<file path="config.mk">
export PLATFORM = sky130hd
export DESIGN_NAME = pws_mix
export DESIGN_NICKNAME = d
export VERILOG_FILES = /design/src/hdl/pws_pkg.sv /design/src/hdl/pws_mix.sv
export SDC_FILE = /design/constraint.sdc
export NUM_CORES = 1
export LEC_CHECK = 0
export BUFFER_PORTS_ARGS = -buffer_cell sky130_fd_sc_hd__clkbuf_2
export CAP_MARGIN = 20
export CORE_MARGIN = 2
export CORE_UTILIZATION = 30
export DETAILED_ROUTE_END_ITERATION = 10
export GPL_TIMING_DRIVEN = 0
export PLACE_DENSITY = 0.47
export SYNTH_ARGS = -nofsm -noshare
export SYNTH_HDL_FRONTEND = slang
export SYNTH_SLANG_ARGS = --single-unit
</file>
<file path="constraint.sdc">
create_clock -name clk -period 19.2 [get_ports clk]
set_input_delay 3.84 -clock clk [delete_from_list [all_inputs] [get_ports clk]]
set_output_delay 3.84 -clock clk [all_outputs]
set_load 0.005 [all_outputs]
</file>
<file path="src/hdl/pws_pkg.sv">
`default_nettype none
// ----------------------------------------------------------------------------
// pws_pkg
// Shared constants, field layout and inter-module types of the wavetable synth.
// ----------------------------------------------------------------------------
package pws_pkg;

	localparam int VOICE_COUNT   = 24;
	localparam int TABLE_LENGTH  = 256;
	localparam int FRACTION_BITS = 16;

	localparam int VOICE_AW = (VOICE_COUNT > 1) ? $clog2(VOICE_COUNT) : 1;
	localparam int CNT_W    = $clog2(VOICE_COUNT + 1);
	localparam int TAB_AW   = $clog2(TABLE_LENGTH);
	localparam int PHASE_W  = TAB_AW + FRACTION_BITS;

	// field widths
	localparam int OPC_W  = 2;
	localparam int BEND_W = 12;
	localparam int VOL_W  = 12;
	localparam int VIDX_W = 5;
	localparam int STEP_W = 24;
	localparam int TIDX_W = 8;
	localparam int TVAL_W = 16;
	localparam int DAC_W  = 12;

	// input word layout, lowest bit first
	localparam int BEND_LO = 0;
	localparam int VOL_LO  = BEND_LO + BEND_W;
	localparam int VIDX_LO = VOL_LO + VOL_W;
	localparam int KEY_LO  = VIDX_LO + VIDX_W;
	localparam int STEP_LO = KEY_LO + 1;
	localparam int TIDX_LO = STEP_LO + STEP_W;
	localparam int TVAL_LO = TIDX_LO + TIDX_W;
	localparam int IN_BITS = TVAL_LO + TVAL_W;
	localparam int IN_DATA_W  = ((IN_BITS + 7) / 8) * 8;
	localparam int OUT_DATA_W = ((DAC_W + 7) / 8) * 8;

	// opcodes
	localparam logic [OPC_W-1:0] OP_TICK  = 2'd0;
	localparam logic [OPC_W-1:0] OP_VOICE = 2'd1;
	localparam logic [OPC_W-1:0] OP_TABLE = 2'd2;

	// arithmetic
	localparam int BEND_SHIFT     = 10;
	localparam int PROD_W         = STEP_W + BEND_W;
	localparam int SUM_W          = TVAL_W + $clog2(VOICE_COUNT);
	localparam int SUM_SHIFT      = 7;
	localparam int QSUM_W         = SUM_W - SUM_SHIFT;
	localparam int MAG_W          = VOL_W + QSUM_W;
	localparam int VOLUME_DIVISOR = 4095;
	localparam int RECIP_SHIFT    = MAG_W + 11;
	localparam int RECIP_W        = MAG_W;
	localparam logic [RECIP_W-1:0] RECIP =
		RECIP_W'((64'd1 << RECIP_SHIFT) / 64'(VOLUME_DIVISOR));
	localparam int QUO_W          = MAG_W - VOL_W + 1;
	localparam int SMP_W          = QUO_W + 2;
	localparam int DAC_MID        = 2048;
	localparam int DAC_MAX        = 4095;

	typedef struct packed {
		logic                held;
		logic [STEP_W-1:0]   step;
		logic [PHASE_W-1:0]  phase;
	} voice_t;

	typedef struct packed {
		logic                go;
		logic [OPC_W-1:0]    opcode;
		logic [BEND_W-1:0]   bend;
		logic [VIDX_W-1:0]   vidx;
		logic                key;
		logic [STEP_W-1:0]   step;
		logic [TIDX_W-1:0]   tidx;
		logic [TVAL_W-1:0]   tval;
	} walk_req_t;

	typedef struct packed {
		logic                done;
		logic [SUM_W-1:0]    sum;
	} walk_rsp_t;

	typedef struct packed {
		logic                go;
		logic [SUM_W-1:0]    sum;
		logic [VOL_W-1:0]    volume;
	} mix_req_t;

	typedef struct packed {
		logic                done;
		logic [DAC_W-1:0]    dac;
		logic                clip;
	} mix_rsp_t;

endpackage
`default_nettype wire

</file>
<file path="src/hdl/pws_mix.sv">
`default_nettype none
// ----------------------------------------------------------------------------
// pws_mix
// Output scaling: sum / 128, times volume / 4095 (both toward zero),
// offset to mid-scale and clipped to the DAC range.
// ----------------------------------------------------------------------------
module pws_mix (
	input  logic              clk,
	input  logic              arst_n,
	input  pws_pkg::mix_req_t req,
	output pws_pkg::mix_rsp_t rsp
);
	import pws_pkg::*;

	localparam logic signed [SMP_W-1:0] SMP_MID = SMP_W'(DAC_MID);
	localparam logic signed [SMP_W-1:0] SMP_MAX = SMP_W'(DAC_MAX);

	logic                     v_s1, v_s2, v_s3, v_s4, v_s5;
	logic                     neg_s1, neg_s2, neg_s3, neg_s4;
	logic [QSUM_W-1:0]        qs_s1;
	logic [VOL_W-1:0]         vol_s1;
	logic [MAG_W-1:0]         m_s2, m_s3;
	logic [QUO_W-1:0]         q0_s3, q_s4;
	logic [DAC_W-1:0]         dac_s5;
	logic                     clip_s5;

	logic [SUM_W-1:0]         sum_mag;
	logic [MAG_W+RECIP_W-1:0] recip_prod;
	logic [MAG_W-1:0]         rem;
	logic signed [SMP_W-1:0]  smp;

	always_comb begin
		sum_mag    = req.sum[SUM_W-1] ? SUM_W'(-req.sum) : req.sum;
		recip_prod = m_s2 * RECIP;
		rem        = m_s3 - MAG_W'(q0_s3) * MAG_W'(VOLUME_DIVISOR);
		smp        = neg_s4 ? (SMP_MID - SMP_W'(q_s4)) : (SMP_MID + SMP_W'(q_s4));
	end

	always_ff @(posedge clk or negedge arst_n) begin
		if (!arst_n) begin
			v_s1 <= 1'b0;
			v_s2 <= 1'b0;
			v_s3 <= 1'b0;
			v_s4 <= 1'b0;
			v_s5 <= 1'b0;
		end else begin
			v_s1 <= req.go;
			v_s2 <= v_s1;
			v_s3 <= v_s2;
			v_s4 <= v_s3;
			v_s5 <= v_s4;
		end
	end

	always_ff @(posedge clk) begin
		// magnitudes throughout, sign restored at the offset
		neg_s1 <= req.sum[SUM_W-1];
		qs_s1  <= sum_mag[SUM_W-1:SUM_SHIFT];
		vol_s1 <= req.volume;

		neg_s2 <= neg_s1;
		m_s2   <= vol_s1 * qs_s1;

		neg_s3 <= neg_s2;
		m_s3   <= m_s2;
		q0_s3  <= recip_prod[RECIP_SHIFT +: QUO_W];

		// reciprocal estimate is exact or one low
		neg_s4 <= neg_s3;
		q_s4   <= (rem >= MAG_W'(VOLUME_DIVISOR)) ? q0_s3 + 1'b1 : q0_s3;

		if (smp > SMP_MAX) begin
			dac_s5  <= DAC_W'(DAC_MAX);
			clip_s5 <= 1'b1;
		end else if (smp < 0) begin
			dac_s5  <= '0;
			clip_s5 <= 1'b1;
		end else begin
			dac_s5  <= smp[DAC_W-1:0];
			clip_s5 <= 1'b0;
		end
	end

	assign rsp.done = v_s5;
	assign rsp.dac  = dac_s5;
	assign rsp.clip = clip_s5;

endmodule
`default_nettype wire

</file>
Word-level counts from Yosys, hierarchy flattened
Index checks and enable logic that the tools add are counted.
{"block": "classes", "addsub": 5, "multipliers": 3, "magnitude_cmp": 3, "mux": 5}
{"op": "26-bit by 25-bit multiplier with 51-bit output (second input constant)", "n": 1}
{"op": "26-bit by 12-bit >= comparator with 1-bit output (second input constant)", "n": 1}
{"op": "12-bit by 14-bit multiplier with 26-bit output", "n": 1}
{"op": "15-bit by 12-bit multiplier with 26-bit output (second input constant)", "n": 1}
{"op": "26-bit subtractor", "n": 1}
{"op": "21-bit negator", "n": 1}
{"op": "20-bit 2-to-1 mux", "n": 1}
{"op": "17-bit by 13-bit greater-than comparator with 1-bit output (second input constant)", "n": 1}
{"op": "17-bit by 1-bit less-than comparator with 1-bit output (second input constant)", "n": 1}
{"op": "17-bit 2-to-1 mux", "n": 1}
{"op": "12-bit by 15-bit adder with 16-bit output (first input constant)", "n": 1}
{"op": "12-bit by 15-bit subtractor with 16-bit output (first input constant)", "n": 1}
{"op": "15-bit by 1-bit adder with 15-bit output (second input constant)", "n": 1}
{"op": "15-bit 2-to-1 mux", "n": 1}
{"op": "12-bit 2-to-1 mux", "n": 1}
{"op": "1-bit 2-to-1 mux", "n": 1}
{"block": "totals", "register_bits": 130, "out_inout_bits": 14, "elab_cells": 34}

Depth between registers and ports, before layout
{"block": "depth", "ltp_word": 4, "ltp_mapped": 22}

Least setup slack after synthesis
OpenSTA, ideal clock, no wires.
{"block": "synth_timing", "path_kind": "flip-flop to flip-flop", "start": "register q0_s3[8]", "end": "register q_s4[1]", "arrival_time_ns": 5.989, "required_ns": 19.079, "path_slack_ns": 13.089, "path_stages_with_launch": 23, "synth_period_minus_slack_ns": 6.111, "cell_sequence": "dfxtp_1 > inv_1 > fa_1 > inv_1 > fa_1 > inv_1 > fa_1 > fa_1 > inv_1 > fa_1 > inv_1 > ha_1 > clkbuf_1 > a21o_1 > a31oi_1 > o21ai_1 > a31o_2 > o21ai_1 > a21oi_1 > or3_1 > buf_1 > nor4_4 > mux2_4"}
{"block": "synth_via", "elab_chain_cells": 4}
{"element": "start, declared", "line_no": "pws_mix.sv:23", "source": "logic [QUO_W-1:0] q0_s3, q_s4;"}
{"element": "start signal, assigned", "line_no": "pws_mix.sv:66", "source": "q0_s3 <= recip_prod[RECIP_SHIFT +: QUO_W];"}
{"element": "15-bit by 12-bit multiplier with 26-bit output", "line_no": "pws_mix.sv:35", "source": "rem = m_s3 - MAG_W'(q0_s3) * MAG_W'(VOLUME_DIVISOR);"}
{"element": "26-bit subtractor", "line_no": "pws_mix.sv:35"}
{"element": "26-bit by 12-bit >= comparator with 1-bit output", "line_no": "pws_mix.sv:70", "source": "q_s4 <= (rem >= MAG_W'(VOLUME_DIVISOR)) ? q0_s3 + 1'b1 : q0_s3;"}
{"element": "15-bit 2-to-1 mux", "line_no": "pws_mix.sv:70"}
{"element": "end signal, assigned", "line_no": "pws_mix.sv:70"}
{"element": "end, declared", "line_no": "pws_mix.sv:23"}
Every way passes these cells.
A chain may end at the register's enable or synchronous reset.

Final worst setup path
{"block": "layout_timing", "start": "register q0_s3[3]", "end": "register q_s4[1]"}
Same word-level chain as after synthesis.

==> metrics.md <==
| Metric | Value |
|---|---|
| Drt first-iter violations | `between 500 and 600` |
| Die outline width | `approximately 240 um` |
| Slowest cell on crit path | `fa_1` |
| Worst relative slew slack | `between 40% and 50%` |
| Synth top area cells | `fa_1 (29%), ha_1 (17%), dfxtp_1 (15%), inv_1 (8.5%), nand2_1 (3.9%)` |
| GRT Overall Usage | `~14%` |
| Gp weighted congestion | `0.876` |
| Die Y | `241 um` |
| WP data arrival | `about 7400 ps` |
| Worst-margin pin slew | `820 ps` |
| Die area | `58100 um2` |
| First-pass GRT wire length | `66000 um` |
| Synth top area share | `around 29%` |
| R2r endpoint | `q_s4[1]` |
| DRT Pass-1 Iters | `4` |
| Hold_buf cts | `0` |
| Port Buf Inserts | `49` |
| Layout Cells excl Fill | `roughly 2700` |
| Reg2Reg Setup Slack | `about 12000 ps` |
| Critical path cell sequence | `inv_1 -> fa_1 -> inv_1 -> fa_1 -> inv_1 -> fa_1 -> fa_1 -> inv_1 -> fa_1 -> inv_1 -> ha_1 -> nand2_1 -> o21a_1 -> o21ai_1 -> a31o_2 -> o21ai_1 -> and3_1 -> or3_1 -> buf_1 -> nor4_4 -> mux2_4` |
| Clock latency on the worst-skew pair | `between 400 and 500 ps` |
| H-tree Lvls | `4` |
| EDFF count, synth | `0` |
| Yosys Warn Count | `0` |
| Worst-path fanout max | `7` |
| Post-CTS sizing | `0` |
| Root Driver | `clkbuf_16` |
| Vias in the first global route | `12700` |
| Fraction of registers with async set/reset | `roughly 3.8%` |
| Synthesized instance count | `1829` |
| Post-CTS Setup Inserts | `0` |
| Synth Register Bits | `130` |
| Final Hold Viols | `0` |
| Setup TNS | `0 ps` |
| Post-layout min period | `roughly 7100 ps` |
| Crit path capture | `q_s4[1]` |
| Post-DP HPWL | `34500 um` |
| Critical Path Stages | `21` |
| Most frequent cells in the layout | `inv_1 (384), fa_1 (241), ha_1 (231), nand2_1 (174), dfxtp_1 (125)` |
| Final setup viols | `0` |
| Area Growth Syn to Fin | `10.5%` |
| Post-synth top area cell | `fa_1` |
| Site Rows | `86` |
| Cell Area, Placed | `18000 um2` |
| Overflow after GRT | `0` |
| Worst reg-to-reg path cell count | `21` |
| Fmax achieved | `around 140 MHz` |
| Crit path launch | `q0_s3[3]` |
| Net Count, Synth | `approximately 2300` |
| RSZ-0062 raised after global routing | `no` |
| Register Area | `2630 um2` |
| Ratio of cells with drive above 1 in the final layout | `6.65%` |
| Crit-path max cell delay | `740 ps` |
| Starting density of the core | `30.5%` |
| Maxcap violations | `0` |
| Crit path max-delay family | `adder cells` |
| Largest net degree at the start of global routing | `17` |
| Initial antenna violation count | `0` |
| Vias per inst | `between 4 and 5` |
| Final period utilization | `37.0%` |
| Nets | `2405` |
| Slew Viols, Final | `0` |
| Core area | `55300 um2` |
| CTS tree | `done` |
| Clock sinks | `130` |
| Most used DFF post-synth | `dfxtp_1` |
| Count of different cell masters after synthesis | `92` |
| Most common cell after layout, fill and taps aside | `inv_1` |
| Worst min path class | `reg -> reg` |
| TritonCTS buffer count | `17` |
| CP Capture Type | `flip-flop` |
| Final Instance Area | `18600 um2` |
| Worst R2R Start | `q0_s3[3]` |
| Final WL | `39700 um` |
| Placed Instances | `2626` |
| CTS max path bufs | `2` |
| Filler Cell Count | `5800` |
| CP Buf/Inv Count | `6` |
| IO Count | `50` |
| Critical path launch point type | `flip-flop` |
| Crit Path Class | `reg -> reg` |
| Post-route ant nets | `0` |
| DRC viols | `0` |
| Total number of vias | `about 12000` |
| Required time worst endpoint | `~20000 ps` |
| Status | `completed` |
| Avg WL per Cell | `14.9 um` |
| Clk_skew | `10.4 ps` |
| Mapped Avg Cell Area | `around 9.2 um2` |
| CTS clk-pin slew, worst paths | `60 ps` |
| Synthesized cell area | `between 15000 and 20000 um2` |
| Area of the multi-input gates | `12500 um2` |
| Post-synthesis sequential area ratio | `15.6%` |
## how the worst min path moves through the flow
stage	start	end	slack, ps	depth (start not counted)
finish	neg_s2	neg_s3	330	0
global route	neg_s2	neg_s3	350	0
CTS	neg_s2	neg_s3	330	0
detailed placement	neg_s2	neg_s3	320	0
global placement	neg_s3	neg_s4	310	0
floorplan	neg_s1	neg_s2	310	0
## metal layers
metal	GRT usage [%]	part of all wire [%]	routed length [um]
met5	0	0	0
met2	24.6	47	18700
met4	4.15	2.2	892
met1	18.7	48	19000
met3	2.46	3.0	1200
## per-stage QoR
stage          util [%]  hold WS, ps  setup slack [ps]
4_1_cts            33.7          331             12090
3_5_place_dp       32.6          316             12080
3_3_place_gp       32.6          315             12090
6_report           33.7          331             12100
2_1_floorplan         -          310             13090
5_1_grt            33.7          346             11720
## cells by family after synthesis
| kind of cell | after synthesis | share of synthesized area (%) |
|---|---|---|
| AO/OA/AOI/OAI | 255 | 10.6 |
| XOR/XNOR | 67 | 3.48 |
| adder cells (fa/ha/maj) | 472 | 45.8 |
| buffers and inverters | 439 | 10.1 |
| flip-flops | 130 | 15.6 |
| multiplexers | 5 | 0.326 |
| AND/OR/NAND/NOR | 461 | 14.1 |
## sequential cells by signal, indices dropped and copies added, names as in the netlist
signal and count:
qs_s1 14, v_s4 1, dac_s5 12, neg_s2 1
v_s5 1, v_s1 1, q_s4 15, m_s3 26
q0_s3 15, vol_s1 12, clip_s5 1, m_s2 26
v_s2 1, neg_s1 1, neg_s4 1, v_s3 1
neg_s3 1
## layout make-up
cell class	instances	share of cell area (%)
plain buffers	54	1.37
well taps	748	5.02
flip-flops and latches	130	14.1
clock inverters	13	0.792
diodes	1	0.0134
multi-input cells	1260	67.3
repair buffers	49	1.32
clock buffers	19	2.38
inverters	385	7.75
## Yosys cell counts, drive strengths merged (7+ instances only)
master / count
a2111oi: 7
a211oi: 10
a21o: 15
a21oi: 70
a31oi: 8
a41oi: 7
and2: 57
and3: 12
buf: 7
clkbuf: 46
dfxtp: 125
fa: 241
ha: 231
inv: 384
nand2: 176
nand2b: 19
nand3: 30
nand4: 15
nor2: 53
nor3: 27
nor3b: 10
nor4: 9
o211ai: 12
o21a: 8
o21ai: 52
o31ai: 10
or3: 14
or4: 9
xnor2: 43
xor2: 24
Power is left out: the tool's default activity adds up to more than one toggle a clock period on the data nets, which glitch-free logic cannot reach.
